$ cat src/sv/brd_pkg.sv
// shared types and constants for the byterun row decoder
// no dependencies
`timescale 1ns / 1ps

package brd_pkg;

  localparam int unsigned BYTE_W      = 8;
  localparam int unsigned COUNT_W     = 2;
  localparam int unsigned ROW_BYTES_W = 14;
  localparam int unsigned CFG_DATA_W  = ROW_BYTES_W;

  localparam logic [ROW_BYTES_W-1:0] ROW_BYTES_RST = ROW_BYTES_W'(40);

  // control byte codes
  localparam logic [BYTE_W-1:0] CTRL_NOP  = 8'd128;
  localparam logic [BYTE_W-1:0] BYTE_MASK = 8'hFF;

  localparam logic [COUNT_W-1:0] COUNT_NONE = 2'd0;
  localparam logic [COUNT_W-1:0] COUNT_ONE  = 2'd1;
  localparam logic [COUNT_W-1:0] COUNT_TWO  = 2'd2;

  typedef enum logic [0:0] {
    CFG_ROW_BYTES = 1'b0,
    CFG_COMP_MODE = 1'b1
  } cfg_idx_t;

  typedef enum logic {
    MODE_RAW     = 1'b0,
    MODE_BYTERUN = 1'b1
  } comp_mode_t;

  typedef struct packed {
    logic [BYTE_W-1:0]  byte_first;
    logic [BYTE_W-1:0]  byte_second;
    logic [COUNT_W-1:0] byte_count;
    logic               run_last;
    logic               row_end;
    logic               overrun_error;
  } brd_result_t;

endpackage

$ cat src/sv/brd_in_reg.sv
// input register of the byterun row decoder: holds one compressed byte
// depends on brd_pkg
`timescale 1ns / 1ps

module brd_in_reg
  import brd_pkg::*;
(
  input  logic              clk,
  input  logic              rst_n,
  input  logic              in_valid,
  output logic              in_ready,
  input  logic [BYTE_W-1:0] in_byte,
  input  logic              pop,
  output logic              held_valid,
  output logic [BYTE_W-1:0] held_byte
);

  logic              valid_r;
  logic [BYTE_W-1:0] byte_r;

  // free when empty or when the decoder takes the held byte this cycle
  assign in_ready   = !valid_r || pop;
  assign held_valid = valid_r;
  assign held_byte  = byte_r;

  always_ff @(posedge clk) begin
    if (!rst_n) begin
      valid_r <= 1'b0;
    end else if (in_ready) begin
      valid_r <= in_valid;
    end
  end

  always_ff @(posedge clk) begin
    if (in_ready && in_valid) begin
      byte_r <= in_byte;
    end
  end

endmodule

$ cat src/sv/brd_decode.sv
// run-length decode step: control state, row position and repeat burst counter
// depends on brd_pkg
`timescale 1ns / 1ps

module brd_decode
  import brd_pkg::*;
#(
  parameter int unsigned MAX_ROW_BYTES = 8192
) (
  input  logic                   clk,
  input  logic                   rst_n,
  input  logic [ROW_BYTES_W-1:0] row_bytes,
  input  comp_mode_t             comp_mode,
  input  logic                   held_valid,
  input  logic [BYTE_W-1:0]      held_byte,
  input  logic                   out_free,
  output logic                   pop,
  output logic                   res_valid,
  output brd_result_t            res
);

  localparam int unsigned POS_W  = (MAX_ROW_BYTES > 2) ? $clog2(MAX_ROW_BYTES) : 1;
  localparam int unsigned WIDE_W = (POS_W > ROW_BYTES_W) ? POS_W : ROW_BYTES_W;
  localparam int unsigned SUM_W  = WIDE_W + 1;
  localparam int unsigned CAP_I  = (MAX_ROW_BYTES > (2 ** ROW_BYTES_W) - 1) ?
                                   (2 ** ROW_BYTES_W) - 1 : MAX_ROW_BYTES;
  localparam logic [ROW_BYTES_W-1:0] LenCap = ROW_BYTES_W'(CAP_I);

  typedef struct packed {
    logic             closes;
    logic [POS_W-1:0] pos;
  } adv_t;

  // state
  logic              await_r, await_nxt;
  logic [BYTE_W-1:0] lit_r, lit_nxt;
  logic [BYTE_W-1:0] pend_r, pend_nxt;
  logic [POS_W-1:0]  pos_r, pos_nxt;
  logic              burst_r, burst_nxt;
  logic [BYTE_W-1:0] burst_rem_r, burst_rem_nxt;
  logic [BYTE_W-1:0] burst_val_r, burst_val_nxt;

  logic [ROW_BYTES_W-1:0] eff_len;
  logic [SUM_W-1:0]       len_ext;

  // one step of a repeat run
  logic [BYTE_W-1:0] run_rem, run_val, run_rem_after;
  logic              run_take2, run_rend;
  logic [POS_W-1:0]  run_pos;
  adv_t              adv1, adv2;

  logic [BYTE_W-1:0] lit_n, rep_n;
  logic              lit_over, rep_over;

  function automatic adv_t advance(input logic [POS_W-1:0] p,
                                   input logic [SUM_W-1:0] len);
    adv_t a;
    if (SUM_W'(p) + SUM_W'(1) >= len) begin
      a.closes = 1'b1;
      a.pos    = '0;
    end else begin
      a.closes = 1'b0;
      a.pos    = p + POS_W'(1);
    end
    return a;
  endfunction

  always_comb begin
    eff_len = (row_bytes > LenCap) ? LenCap : row_bytes;
    if (eff_len == '0) begin
      eff_len = ROW_BYTES_W'(1);
    end
  end
  assign len_ext = SUM_W'(eff_len);

  assign run_rem       = burst_r ? burst_rem_r : pend_r;
  assign run_val       = burst_r ? burst_val_r : held_byte;
  assign run_take2     = run_rem >= BYTE_W'(2);
  assign run_rem_after = run_rem - (run_take2 ? BYTE_W'(2) : BYTE_W'(1));
  assign adv1          = advance(pos_r, len_ext);
  assign adv2          = advance(adv1.pos, len_ext);
  assign run_pos       = run_take2 ? adv2.pos : adv1.pos;
  assign run_rend      = adv1.closes | (run_take2 & adv2.closes);

  assign lit_n    = held_byte + BYTE_W'(1);
  assign rep_n    = (held_byte ^ BYTE_MASK) + BYTE_W'(2);
  assign lit_over = (SUM_W'(pos_r) + SUM_W'(lit_n)) > len_ext;
  assign rep_over = (SUM_W'(pos_r) + SUM_W'(rep_n)) > len_ext;

  always_comb begin
    await_nxt     = await_r;
    lit_nxt       = lit_r;
    pend_nxt      = pend_r;
    pos_nxt       = pos_r;
    burst_nxt     = burst_r;
    burst_rem_nxt = burst_rem_r;
    burst_val_nxt = burst_val_r;
    pop           = 1'b0;
    res_valid     = 1'b0;
    res           = '0;

    if (burst_r) begin
      // repeat burst in flight, input waits
      if (out_free) begin
        res_valid         = 1'b1;
        res.byte_first    = run_val;
        res.byte_second   = run_take2 ? run_val : '0;
        res.byte_count    = run_take2 ? COUNT_TWO : COUNT_ONE;
        res.run_last      = run_rem_after == '0;
        res.row_end       = run_rend;
        pos_nxt           = run_pos;
        burst_nxt         = run_rem_after != '0;
        burst_rem_nxt     = run_rem_after;
      end
    end else if (held_valid && out_free) begin
      pop = 1'b1;
      if (comp_mode == MODE_RAW) begin
        await_nxt      = 1'b0;
        lit_nxt        = '0;
        pend_nxt       = '0;
        res_valid      = 1'b1;
        res.byte_first = held_byte;
        res.byte_count = COUNT_ONE;
        res.run_last   = 1'b1;
        res.row_end    = adv1.closes;
        pos_nxt        = adv1.pos;
      end else if (lit_r != '0) begin
        lit_nxt        = lit_r - BYTE_W'(1);
        res_valid      = 1'b1;
        res.byte_first = held_byte;
        res.byte_count = COUNT_ONE;
        res.run_last   = 1'b1;
        res.row_end    = adv1.closes;
        pos_nxt        = adv1.pos;
      end else if (await_r) begin
        await_nxt = 1'b0;
        pend_nxt  = '0;
        res_valid = 1'b1;
        if (pend_r == '0) begin
          // repeat run flagged as overrun at its control byte
          res.run_last      = 1'b1;
          res.overrun_error = 1'b1;
          pos_nxt           = '0;
        end else begin
          res.byte_first  = run_val;
          res.byte_second = run_take2 ? run_val : '0;
          res.byte_count  = run_take2 ? COUNT_TWO : COUNT_ONE;
          res.run_last    = run_rem_after == '0;
          res.row_end     = run_rend;
          pos_nxt         = run_pos;
          burst_nxt       = run_rem_after != '0;
          burst_rem_nxt   = run_rem_after;
          burst_val_nxt   = run_val;
        end
      end else if (held_byte < CTRL_NOP) begin
        if (lit_over) begin
          res_valid         = 1'b1;
          res.run_last      = 1'b1;
          res.overrun_error = 1'b1;
          pos_nxt           = '0;
        end else begin
          lit_nxt = lit_n;
        end
      end else if (held_byte != CTRL_NOP) begin
        await_nxt = 1'b1;
        pend_nxt  = rep_over ? '0 : rep_n;
      end
    end
  end

  always_ff @(posedge clk) begin
    if (!rst_n) begin
      await_r <= 1'b0;
      lit_r   <= '0;
      pend_r  <= '0;
      pos_r   <= '0;
      burst_r <= 1'b0;
    end else begin
      await_r <= await_nxt;
      lit_r   <= lit_nxt;
      pend_r  <= pend_nxt;
      pos_r   <= pos_nxt;
      burst_r <= burst_nxt;
    end
  end

  always_ff @(posedge clk) begin
    burst_rem_r <= burst_rem_nxt;
    burst_val_r <= burst_val_nxt;
  end

`ifndef SYNTHESIS
  a_no_pop_in_burst: assert property (@(posedge clk) disable iff (!rst_n)
    burst_r |-> !pop)
    else $error("input byte taken during a repeat burst");

  a_burst_rem_live: assert property (@(posedge clk) disable iff (!rst_n)
    burst_r |-> burst_rem_r != '0)
    else $error("repeat burst active with nothing left");

  a_error_shape: assert property (@(posedge clk) disable iff (!rst_n)
    (res_valid && res.overrun_error) |->
      (res.byte_count == COUNT_NONE && res.run_last && !res.row_end))
    else $error("malformed overrun result");

  a_burst_follows: assert property (@(posedge clk) disable iff (!rst_n)
    (res_valid && !res.run_last) |=> burst_r)
    else $error("run stopped before its last result");
`endif

endmodule

$ cat src/sv/brd_out_reg.sv
// result register of the byterun row decoder, valid/ready toward the receiver
// depends on brd_pkg
`timescale 1ns / 1ps

module brd_out_reg
  import brd_pkg::*;
(
  input  logic        clk,
  input  logic        rst_n,
  input  logic        load,
  input  brd_result_t res,
  output logic        out_free,
  output logic        out_valid,
  input  logic        out_ready,
  output brd_result_t held
);

  logic        valid_r;
  brd_result_t data_r;

  assign out_free  = !valid_r || out_ready;
  assign out_valid = valid_r;
  assign held      = data_r;

  always_ff @(posedge clk) begin
    if (!rst_n) begin
      valid_r <= 1'b0;
    end else if (out_free) begin
      valid_r <= load;
    end
  end

  always_ff @(posedge clk) begin
    if (out_free && load) begin
      data_r <= res;
    end
  end

endmodule

$ cat src/sv/byterun_row_decoder_core.sv
// top level of the byterun (packbits) row decoder
// depends on brd_pkg, brd_in_reg, brd_decode, brd_out_reg
`timescale 1ns / 1ps

// usage
//   input channel in_valid/in_ready/in_byte carries one compressed byte per item
//   result channel out_valid/out_ready carries up to two decoded bytes per item,
//   with count, last-of-input, row-end and overrun flags
//   cfg_wr_en/cfg_index/cfg_wdata write row_bytes (index 0) or
//   compression_mode (index 1), only while the block is idle
// timing
//   an accepted byte is held in the input register, its first result is loaded
//   into the result register and shows on out_valid from there
//   with out_ready high, one input item per cycle while each byte gives at most
//   one result; a repeat run of n bytes gives ceil(n/2) results, one per cycle,
//   and the input register holds the next byte until the run is done
// reset
//   rst_n low at a clock edge empties both registers, clears the run state and
//   row position, and loads row_bytes 40 and run-length mode
// stall
//   while out_ready is low the result register holds; the input register still
//   takes one byte, then in_ready drops until the result drains

module byterun_row_decoder_core
  import brd_pkg::*;
#(
  parameter int unsigned MAX_ROW_BYTES = 8192
) (
  input  logic                  clk,
  input  logic                  rst_n,
  // configuration
  input  logic                  cfg_wr_en,
  input  logic [0:0]            cfg_index,
  input  logic [CFG_DATA_W-1:0] cfg_wdata,
  // compressed bytes in
  input  logic                  in_valid,
  output logic                  in_ready,
  input  logic [BYTE_W-1:0]     in_byte,
  // decoded results out
  output logic                  out_valid,
  input  logic                  out_ready,
  output logic [BYTE_W-1:0]     out_byte_first,
  output logic [BYTE_W-1:0]     out_byte_second,
  output logic [COUNT_W-1:0]    out_byte_count,
  output logic                  out_run_last,
  output logic                  out_row_end,
  output logic                  out_overrun_error
);

  // configuration registers
  logic [ROW_BYTES_W-1:0] row_bytes_r;
  comp_mode_t             comp_mode_r;

  // between the stages
  logic              held_valid;
  logic [BYTE_W-1:0] held_byte;
  logic              pop;
  logic              res_valid;
  brd_result_t       res;
  logic              out_free;
  brd_result_t       out_res;

  always_ff @(posedge clk) begin
    if (!rst_n) begin
      row_bytes_r <= ROW_BYTES_RST;
      comp_mode_r <= MODE_BYTERUN;
    end else if (cfg_wr_en) begin
      unique case (cfg_idx_t'(cfg_index))
        CFG_ROW_BYTES: row_bytes_r <= cfg_wdata[ROW_BYTES_W-1:0];
        CFG_COMP_MODE: comp_mode_r <= comp_mode_t'(cfg_wdata[0]);
      endcase
    end
  end

  // input register, refilled in the cycle its byte is taken
  brd_in_reg u_in_reg (
    .clk        (clk),
    .rst_n      (rst_n),
    .in_valid   (in_valid),
    .in_ready   (in_ready),
    .in_byte    (in_byte),
    .pop        (pop),
    .held_valid (held_valid),
    .held_byte  (held_byte)
  );

  // decode step: literal/repeat control, row tracking, repeat bursts
  brd_decode #(
    .MAX_ROW_BYTES (MAX_ROW_BYTES)
  ) u_decode (
    .clk        (clk),
    .rst_n      (rst_n),
    .row_bytes  (row_bytes_r),
    .comp_mode  (comp_mode_r),
    .held_valid (held_valid),
    .held_byte  (held_byte),
    .out_free   (out_free),
    .pop        (pop),
    .res_valid  (res_valid),
    .res        (res)
  );

  // result register toward the receiver
  brd_out_reg u_out_reg (
    .clk       (clk),
    .rst_n     (rst_n),
    .load      (res_valid),
    .res       (res),
    .out_free  (out_free),
    .out_valid (out_valid),
    .out_ready (out_ready),
    .held      (out_res)
  );

  assign out_byte_first    = out_res.byte_first;
  assign out_byte_second   = out_res.byte_second;
  assign out_byte_count    = out_res.byte_count;
  assign out_run_last      = out_res.run_last;
  assign out_row_end       = out_res.row_end;
  assign out_overrun_error = out_res.overrun_error;

endmodule

$ cat config.mk
export PLATFORM = sky130hd
export DESIGN_NAME = byterun_row_decoder_core
export DESIGN_NICKNAME = d
export VERILOG_FILES = /design/src/sv/brd_pkg.sv /design/src/sv/brd_in_reg.sv /design/src/sv/brd_decode.sv /design/src/sv/brd_out_reg.sv /design/src/sv/byterun_row_decoder_core.sv
export SDC_FILE = /design/constraint.sdc
export NUM_CORES = 1
export LEC_CHECK = 0
export BUFFER_PORTS_ARGS = -buffer_cell sky130_fd_sc_hd__buf_4
export CORE_MARGIN = 8
export CORE_UTILIZATION = 62
export DETAILED_ROUTE_END_ITERATION = 10
export PLACE_DENSITY = 0.81
export SYNTH_ARGS = -nofsm -noshare
export SYNTH_HDL_FRONTEND = slang
export SYNTH_HIERARCHICAL = 1
export SYNTH_SLANG_ARGS = --single-unit
$ cat constraint.sdc
create_clock -name clk -period 7.83 [get_ports clk]
set_clock_uncertainty 0.1 [all_clocks]
set_input_delay 1.566 -clock clk [delete_from_list [all_inputs] [get_ports clk]]
set_output_delay 1.566 -clock clk [all_outputs]
set_load 0.05 [all_outputs]
==> qor.yml, run 1 <==
outcome:
  outcome: "finished clean"
route:
  routedWlPerCell_um: 19.7
  drtPass1Iterations: 5
  wirelength_um: 20500
  drc: 0
  ant_nets: 0
  drtIter0Drc: 695
  num_vias: 6715
  viasPerCell: 6.46
die:
  die_w_um: 126
  rows: 40
  design.core.area_um2: 11900
  start_util: 0.629
  die_height_um: 126
  io_pins: 51
  die-area_um2: 15800
cts:
  htreeDepth: 3
  cts.sinks: 93
  cts_buffer_depth: 2
  cts_buffers: 9
  insertion_delay_ps: 350
  cts_tree: "done"
  cts_root_buf: "clkbuf_16"
  clk_pin_slew_ps: 70
worst_setup_path:
  worst_path_most_repeated_cell: "ha_1"
  crit_arrival_ps: 7380
  cp_max_fo: 11
  crit_type: "flip-flop to flip-flop"
  cp_slowest_cell: "dfxtp_1"
  crit_family: "compound AO/OA/AOI/OAI gates"
  slowest_delay_ps: 560
  cp.required_ps: 8020
  worst_setup_path_start_kind: "flip-flop"
  path_buf_inv: 2
  endpoint_kind: "flip-flop"
yosys:
  ys.flop_type: "dfxtp_1"
  synth-edff-count: 45
  synth-warning-count: 6
  ys_types: 84
  synthesis.nets: 967
  syn_area_um2: 7460
  synth_cells: 857
  ys_async_sr_fraction: 0
  synth-seq-cells: 93
  syn_avg_cell_area_um2: 8.71
  yosysSeqAreaShare: 0.310
timing:
  max_freq_ghz: 0.139
  tns_ps: 0
  slew_violations: 0
  finalHoldViolations: 0
  layout_setup_ws_ps: 635
  worstMarginPinSlew_ps: 1290
  finalSetupViolations: 0
  post-route-min-period_ps: 7200
  post-route-period-util: 0.919
  rsz0062_at_grt: "no"
  relSlewSlack: 0.134
worst_hold_path:
  hold_class: "flip-flop to flip-flop"
global_route:
  grt_pass1_vias: 6547
  grt_max_degree: 39
  grtUsageTotal: 0.260
  antenna_found_initial: 0
  grt_pass1_wl_um: 33300
  grt_overflow: 0
power_and_ir_drop:
  power_w: 0.00249
  vdd_drop_max_uv: 176
  power.leakage_nw: 3.42
  p_per_area_nw_per_um2: 303
final_layout:
  diodes: 0
  nets: 997
  final.fill_count: 967
  area_growth_pct: 10.3
  final_layout_size_suffix_gt1_frac: 0.124
  fin_util: 0.694
placement:
  dp_slack_ps: 468
  port_buffers: 50
  place_congestion: 0.966
  dpl.hpwl_um: 15600
flow_run:
  drv_cap: 0
==> cell type report <==
type                       instances  area (um^2)  area share
multi-input combinational        675         4770       0.579
sequential                        93         2310       0.281
timing repair buffer              58          435      0.0529
clock buffer                      10          229      0.0278
inverter                          50          188      0.0228
tap                              147          184      0.0223
clock inverter                     6          116      0.0141
==> cells in the mapped netlist, types with 5 or more instances <==
| library cell | n | share of area |
|---|---|---|
| nand3_1 | 22 | 0.015 |
| or3_1 | 9 | 0.0075 |
| xor2_1 | 12 | 0.014 |
| mux2i_1 | 18 | 0.024 |
| a21oi_1 | 55 | 0.037 |
| a21o_1 | 17 | 0.017 |
| o21bai_1 | 6 | 0.0060 |
| buf_2 | 12 | 0.0080 |
| clkbuf_1 | 22 | 0.011 |
| dfxtp_1 | 48 | 0.13 |
| o211ai_1 | 8 | 0.0080 |
| a22o_1 | 10 | 0.012 |
| nand4_1 | 17 | 0.014 |
| ha_1 | 79 | 0.13 |
| nor3b_1 | 5 | 0.0050 |
| nand2_1 | 87 | 0.044 |
| o21ai_0 | 47 | 0.032 |
| mux2_2 | 5 | 0.0075 |
| nand3b_1 | 5 | 0.0050 |
| nor2_1 | 67 | 0.034 |
| nor2b_1 | 5 | 0.0042 |
| a211oi_1 | 7 | 0.0070 |
| o21a_1 | 9 | 0.0091 |
| edfxtp_1 | 45 | 0.18 |
| and2_1 | 6 | 0.0050 |
| nor3_1 | 14 | 0.0094 |
| a22oi_1 | 9 | 0.0091 |
| nor4_1 | 8 | 0.0067 |
| and3_1 | 8 | 0.0067 |
| inv_1 | 46 | 0.023 |
| xnor2_1 | 46 | 0.054 |
| or2_2 | 9 | 0.0075 |
| or4_1 | 7 | 0.0070 |
==> cells by family after synthesis <==
group / synth area share
compound gates: 0.186
buf+inv: 0.0520
simple gates: 0.210
mux: 0.0317
fa+ha+maj: 0.140
flops: 0.310
xor+xnor: 0.0702
==> cells in the final DEF (no fill, tap or decap), types with 10 or more instances in the layout <==
master,Yosys,routed
a21o_1,17,17
mux2i_1,18,18
inv_1,46,46
nand2_1,87,87
ha_1,79,79
xnor2_1,46,46
nand3_1,22,22
buf_4,0,58
edfxtp_1,45,45
nor3_1,14,14
nor2_1,67,67
dfxtp_1,48,47
nand4_1,17,17
xor2_1,12,12
a21oi_1,55,55
o21ai_0,47,47
a22o_1,10,10
==> worst paths after layout <==
kind	start	end	slack, ps	cells after the start
setup / recovery	u_decode/pos_r[1]$_SDFFE_PN0P_	u_decode/pos_r[11]$_SDFFE_PN0P_	630	29
hold / removal	row_bytes_r[9]$_SDFFE_PN0P_	row_bytes_r[9]$_SDFFE_PN0P_	380	2
setup reg to reg	u_decode/pos_r[1]$_SDFFE_PN0P_	u_decode/pos_r[11]$_SDFFE_PN0P_	630	29
hold reg to reg	row_bytes_r[9]$_SDFFE_PN0P_	row_bytes_r[9]$_SDFFE_PN0P_	380	2
==> worst register-to-register path: cells and delay by family, from the launching register on <==
kind,cells,cell delay [ps]
flip-flops,1,560
AO/OA/AOI/OAI,12,2300
adder cells (fa/ha/maj),4,1110
XOR/XNOR,2,480
AND/OR/NAND/NOR,9,2240
buffers and inverters,2,330
==> registers in the layout, summed over array words and instances, names as in the netlist <==
register              cells
u_decode/burst_r          1
comp_mode_r               1
u_decode/pend_r           8
u_decode/lit_r            8
u_out_reg/out_valid       1
u_decode/burst_rem_r      8
u_decode/await_r          1
u_in_reg/held_valid       1
row_bytes_r              14
u_in_reg/held_byte        8
u_decode/pos_r           13
u_decode/burst_val_r      8
u_out_reg/held           21
==> through the flow <==
stage          hold slack [ps]  instances  cell area (um^2)
4_1_cts                    381       1039              8230
6_report                   379       1039              8230
5_1_grt                    403       1039              8230
3_3_place_gp               361       1023              7880
3_5_place_dp               364       1023              7880
2_1_floorplan              345        857              7460
==> per-layer routing <==
metal,part of all wire,global-route usage,up-vias
met4,0.036,0.126,0
met5,0,0,-
li1,-,-,3192
met1,0.42,0.315,3181
met2,0.48,0.436,277
met3,0.067,0.0468,65
==> power by group <==
part | leakage (nW) | internal (W) | switching [W]
Clock | 0.168 | 0.000315 | 0.000197
Sequential | 0.811 | 0.000622 | 0.0000743
Combinational | 2.44 | 0.000463 | 0.000821
Total | 3.42 | 0.00140 | 0.00109
==> what timing repair did <==
item | in CTS | in global routing
buffers inserted | 0 | 0
gates resized for setup | 0 | 2
hold buffers | 0 | 0
setup endpoints to repair | 0 | 8
(Power assumes the default switching activity.)
==> inputs of run 2 (changes only) <==
--- a/config.mk
+++ b/config.mk
@@ -12,5 +12,4 @@
 export PLACE_DENSITY = 0.81
 export SYNTH_ARGS = -nofsm -noshare
 export SYNTH_HDL_FRONTEND = slang
-export SYNTH_HIERARCHICAL = 1
 export SYNTH_SLANG_ARGS = --single-unit
==> constraint.sdc (replaced) <==
create_clock -name clk -period 7.3 [get_ports clk]
set_clock_uncertainty 0.1 [all_clocks]
set_input_delay 1.46 -clock clk [delete_from_list [all_inputs] [get_ports clk]]
set_output_delay 1.46 -clock clk [all_outputs]
set_load 0.05 [all_outputs]
==> qor.yml, run 2 <==
final_layout:
  diodes: 0
  final_cell_mix: "nand2_1 (114), ha_1 (78), nor2_1 (73)"
  final_layout_size_suffix_gt1_frac: 0.120
  mostFrequentLayoutCell: "nand2_1"
  final.fill_count: 998
  area_growth_pct: 9.50
  nets: 1000
  largest_register_ffs: 21
cts:
  cts_root_buf: "clkbuf_16"
  cts_tree: "done"
  insertion_delay_ps: 360
  cts-hold-fix-buffers: 0
  cts.sinks: 93
  htreeDepth: 3
  cts.repair.resized: 0
  clk_pin_slew_ps: 80
  cts_buffer_depth: 2
  cts_buffers: 9
  cts_setup_buffers: 0
yosys:
  synth_top_area_frac: 0.182
  synth_cells: 863
  ys.flop_type: "dfxtp_1"
  ys_types: 83
  synth-edff-count: 45
  synth-seq-cells: 93
  syn_avg_cell_area_um2: 8.60
  synth.most_common_cell: "nand2_1"
  synthTopCellsByCount: "nand2_1 (114), ha_1 (79), nor2_1 (73), a21oi_1 (58), dfxtp_1 (48)"
  synth_area_leaders: "edfxtp_1 (18%), ha_1 (13%), dfxtp_1 (13%)"
  yosysTopAreaCell: "edfxtp_1"
  synth-warning-count: 0
  yosysSeqAreaShare: 0.312
  synthesis.nets: 973
  ys_async_sr_fraction: 0
  syn_area_um2: 7420
worst_setup_path:
  crit_type: "flip-flop to flip-flop"
  path_buf_inv: 1
  slowest_delay_ps: 730
  crit_chain: "and3_1 -> nand2_1 -> nor2b_1 -> xnor2_1 -> inv_1 -> ha_1 -> a21o_1 -> a221oi_1 -> o21ai_1 -> nor2_1 -> ha_1 -> and4b_1 -> o22ai_1 -> or4_1 -> xnor2_1 -> nor2_1 -> ha_1 -> a2111oi_0 -> o221ai_1 -> and2_2 -> or3_4 -> or3_1 -> a41oi_2"
  endpoint_kind: "flip-flop"
  worst_setup_path_start_kind: "flip-flop"
  cp.required_ps: 7490
  crit_family: "simple AND/OR/NAND/NOR gates"
  cp_max_fo: 17
  cp_slowest_cell: "dfxtp_1"
  crit_arrival_ps: 6990
  worst_path_most_repeated_cell: "ha_1"
timing:
  relSlewSlack: 0.202
  timing.hold.ws_ps: 382
  post-route-min-period_ps: 6800
  post-route-period-util: 0.931
  max_freq_ghz: 0.147
  tns_ps: 0
  finalSetupViolations: 0
  worstMarginPinSlew_ps: 1200
  rsz0062_at_grt: "no"
  finalHoldViolations: 0
  slew_violations: 0
global_route:
  grt_overflow: 0
  grt_max_degree: 48
  use_met3: 0.0506
  grtUsageMet2: 0.412
  met1_usage: 0.336
  antenna_found_initial: 0
  grt_pass1_vias: 6525
  grtUsageTotal: 0.258
  grt_pass1_wl_um: 32800
  busiest_layer: "met2"
placement:
  place_congestion: 0.921
  port_buffers: 50
  dpl.hpwl_um: 15300
power_and_ir_drop:
  p_per_area_nw_per_um2: 457
  power.leakage_nw: 3.39
  vdd_drop_max_uv: 371
outcome:
  outcome: "finished clean"
die:
  io_pins: 51
  design.core.area_um2: 11900
  die_w_um: 125
  die-area_um2: 15700
  die_height_um: 125
  rows: 40
  start_util: 0.625
route:
  drtPass1Iterations: 6
  routedWlPerCell_um: 19.5
  ant_nets: 0
  drtIter0Drc: 609
  viasPerCell: 6.35
  wirelength_um: 20300
  num_vias: 6619
  drc: 0
flow_run:
  drv_cap: 0
worst_hold_path:
  hold_class: "flip-flop to flip-flop"
run 2: cell count changes after synthesis, sizes merged, moves of 7 or more:
cell | previous run | this run
or3 | 9 | 2
mux2i | 18 | 9
nand2 | 88 | 115
clkbuf | 22 | 32
or2 | 12 | 3
nand4 | 17 | 9
xor2 | 12 | 21
nor2 | 67 | 76
run 2: kinds of logic (layout without fill, tap and decap cells):
logic type	after synthesis	count (layout)	synth area share
AOI/OAI and AO/OA	209	209	0.189
xor gates and xnor gates	62	62	0.0732
adders and majority gates	82	82	0.141
buffers and inverters	90	122	0.0579
DFF	93	93	0.312
muxes	16	16	0.0228
and+or+nand+nor	311	311	0.204
run 2: final cells by class:
cell class | count | area [um^2] | share of cell area
Timing Repair Buffer | 59 | 443 | 0.0545
Multi-Input combinational cell | 680 | 4690 | 0.577
Clock buffer | 10 | 239 | 0.0294
Sequential cell | 93 | 2310 | 0.285
Clock inverter | 6 | 80.1 | 0.00986
Inverter | 47 | 176 | 0.0217
Tap cell | 147 | 184 | 0.0226
run 2: final timing paths:
kind	start	to	slack (ps)	cells past startpoint
max	u_decode.pos_r[8]$_SDFFE_PN0P_	u_decode.pos_r[9]$_SDFFE_PN0P_	500	23
min	row_bytes_r[2]$_SDFFE_PN0P_	row_bytes_r[2]$_SDFFE_PN0P_	380	2
max reg2reg	u_decode.pos_r[8]$_SDFFE_PN0P_	u_decode.pos_r[9]$_SDFFE_PN0P_	500	23
min reg2reg	row_bytes_r[2]$_SDFFE_PN0P_	row_bytes_r[2]$_SDFFE_PN0P_	380	2
run 2: power by group:
group / internal [W] / total [W] / switching, W
Clock: 0.000281 / 0.000511 / 0.000229
Sequential: 0.000708 / 0.000828 / 0.000121
Combinational: 0.000891 / 0.00238 / 0.00149
run 2: per-stage QoR:
| step | total power [W] | utilization | cells | instance area, um^2 | setup WS, ps |
|---|---|---|---|---|---|
| 3_5_place_dp | 0.00315 | 0.657 | 1026 | 7790 | 298 |
| 2_1_floorplan | 0.00263 | - | 863 | 7420 | 704 |
| 3_3_place_gp | 0.00307 | 0.657 | 1026 | 7790 | 554 |
| 6_report | 0.00372 | 0.685 | 1042 | 8120 | 502 |
| 5_1_grt | 0.00395 | 0.685 | 1042 | 8120 | 8.84 |
| 4_1_cts | 0.00367 | 0.684 | 1042 | 8110 | 265 |
run 2: tightest hold or removal path, stage by stage (launching register included):
cell	delay, ps
dfxtp_1	320
nand2_1	60
a21oi_1	60
run 2: routing by layer:
layer	vias to the layer above	share of wire
met5	-	0
met4	0	0.023
met3	52	0.073
met2	275	0.46
met1	3128	0.44
li1	3164	-
==> inputs of run 3 (changes only) <==
--- a/config.mk
+++ b/config.mk
@@ -7,9 +7,9 @@
 export LEC_CHECK = 0
 export BUFFER_PORTS_ARGS = -buffer_cell sky130_fd_sc_hd__buf_4
 export CORE_MARGIN = 8
-export CORE_UTILIZATION = 62
+export CORE_UTILIZATION = 67
 export DETAILED_ROUTE_END_ITERATION = 10
-export PLACE_DENSITY = 0.81
+export PLACE_DENSITY = 0.87
 export SYNTH_ARGS = -nofsm -noshare
 export SYNTH_HDL_FRONTEND = slang
 export SYNTH_SLANG_ARGS = --single-unit
==> constraint.sdc (replaced) <==
create_clock -name clk -period 8.8 [get_ports clk]
set_clock_uncertainty 0.1 [all_clocks]
set_input_delay 1.76 -clock clk [delete_from_list [all_inputs] [get_ports clk]]
set_output_delay 1.76 -clock clk [all_outputs]
set_load 0.05 [all_outputs]
==> qor.yml, run 3 (synthesis gave the netlist of run 2 again) <==
cts:
  cts_setup_buffers: 0
  cts.sinks: 93
  insertion_delay_ps: 390
  htreeDepth: 3
  cts.repair.resized: 0
  cts_root_buf: "clkbuf_8"
  cts-hold-fix-buffers: 0
  cts_buffers: 9
  clk_pin_slew_ps: 100
  cts_buffer_depth: 2
  cts_tree: "done"
timing:
  post-route-period-util: 0.847
  finalHoldViolations: 0
  tns_ps: 0
  layout_setup_ws_ps: 1350
  finalSetupViolations: 0
  timing.hold.ws_ps: 380
  post-route-min-period_ps: 7450
  slew_violations: 0
  rsz0062_at_grt: "no"
  relSlewSlack: 0.256
  max_freq_ghz: 0.134
  worstMarginPinSlew_ps: 1120
final_layout:
  mostFrequentLayoutCell: "nand2_1"
  largest_register_ffs: 21
  area_growth_pct: 6.63
  final_layout_size_suffix_gt1_frac: 0.107
  diodes: 0
  nets: 994
  final_cell_mix: "nand2_1 (114), ha_1 (79), nor2_1 (73)"
  fin_cells: 1029
  fin_util: 0.730
placement:
  dp_cells: 1013
  dp_slack_ps: 1520
  port_buffers: 50
  place_congestion: 0.923
  dpl.hpwl_um: 15200
route:
  viasPerCell: 6.43
  routedWlPerCell_um: 19.7
  drtPass1Iterations: 5
  drc: 0
  wirelength_um: 20200
  ant_nets: 0
  drtIter0Drc: 772
  num_vias: 6620
worst_setup_path:
  r2r_cells: 25
  worst_path_most_repeated_cell: "ha_1"
  crit_arrival_ps: 7670
  crit_type: "flip-flop to flip-flop"
  worst_setup_path_start_kind: "flip-flop"
  endpoint_kind: "flip-flop"
  crit_family: "simple AND/OR/NAND/NOR gates"
  cp_max_fo: 15
  startpoint: "u_decode.pos_r[1]$_SDFFE_PN0P_"
  r2r-start: "u_decode.pos_r[1]$_SDFFE_PN0P_"
  path_depth: 25
  slowest_delay_ps: 610
  cp.required_ps: 9020
  path_buf_inv: 2
  cp_slowest_cell: "or4_1"
die:
  design.core.area_um2: 10800
  die_w_um: 121
  io_pins: 51
  rows: 38
  start_util: 0.684
  die_height_um: 121
  die-area_um2: 14700
flow_run:
  drv_cap: 0
power_and_ir_drop:
  power.leakage_nw: 3.29
  vdd_drop_max_uv: 310
  p_per_area_nw_per_um2: 368
worst_hold_path:
  hold_class: "flip-flop to flip-flop"
  holdPathStages: 2
  min_from: "row_bytes_r[1]$_SDFFE_PN0P_"
global_route:
  grt_pass1_vias: 6566
  antenna_found_initial: 0
  grt_overflow: 0
  grt_pass1_wl_um: 32800
  grtUsageTotal: 0.280
  grt_max_degree: 48
outcome:
  outcome: "finished clean"
## run 3: changes by cell type in the layout (fill, tap and decap cells not counted), sizes merged
| cell | delta |
|---|---|
| bufinv | -1 |
| inv | -1 |
| clkinv | +1 |
| buf | -6 |
| clkbuf | +1 |
## run 3: path summary, 6_finish.rpt
path | end | slack (ps)
max | u_decode.pos_r[9]$_SDFFE_PN0P_ | 1350
min | row_bytes_r[1]$_SDFFE_PN0P_ | 380
max reg2reg | u_decode.pos_r[9]$_SDFFE_PN0P_ | 1350
min reg2reg | row_bytes_r[1]$_SDFFE_PN0P_ | 380
## run 3: final cells by class
cell class / instances / area (um^2)
Multi-Input combinational cell: 680 / 4680
Fill cell: 846 / 2930
Sequential cell: 93 / 2310
Timing Repair Buffer: 53 / 398
Inverter: 47 / 176
Tap cell: 140 / 175
Clock buffer: 11 / 131
Clock inverter: 5 / 37.5
## run 3: power breakdown
part / leakage, nW / total, W / switching, W / internal (W)
Clock: 0.0816 / 0.000270 / 0.000166 / 0.000104
Combinational: 2.39 / 0.00192 / 0.00120 / 0.000719
Sequential: 0.812 / 0.000722 / 0.000136 / 0.000586
Total: 3.29 / 0.00291 / 0.00150 / 0.00141
## run 3: layer usage
layer | part of all wire | up-vias | track usage
li1 | - | 3150 | -
met1 | 0.44 | 3093 | 0.377
met2 | 0.44 | 328 | 0.427
met4 | 0.030 | 0 | 0.135
met5 | 0 | - | 0
met3 | 0.088 | 49 | 0.0503
## run 3: worst min-delay path, cell delays in order (launching register included)
cell     delay (ps)
dfxtp_1         330
nand2_1          60
a21oi_1          50
## run 3: metrics by stage
stage	total power [W]	instance area [um^2]
after floorplan	0.00218	7420
after global placement	0.00254	7740
after detailed placement	0.00259	7740
after CTS	0.00287	7910
after global routing	0.00313	7910
final	0.00291	7910
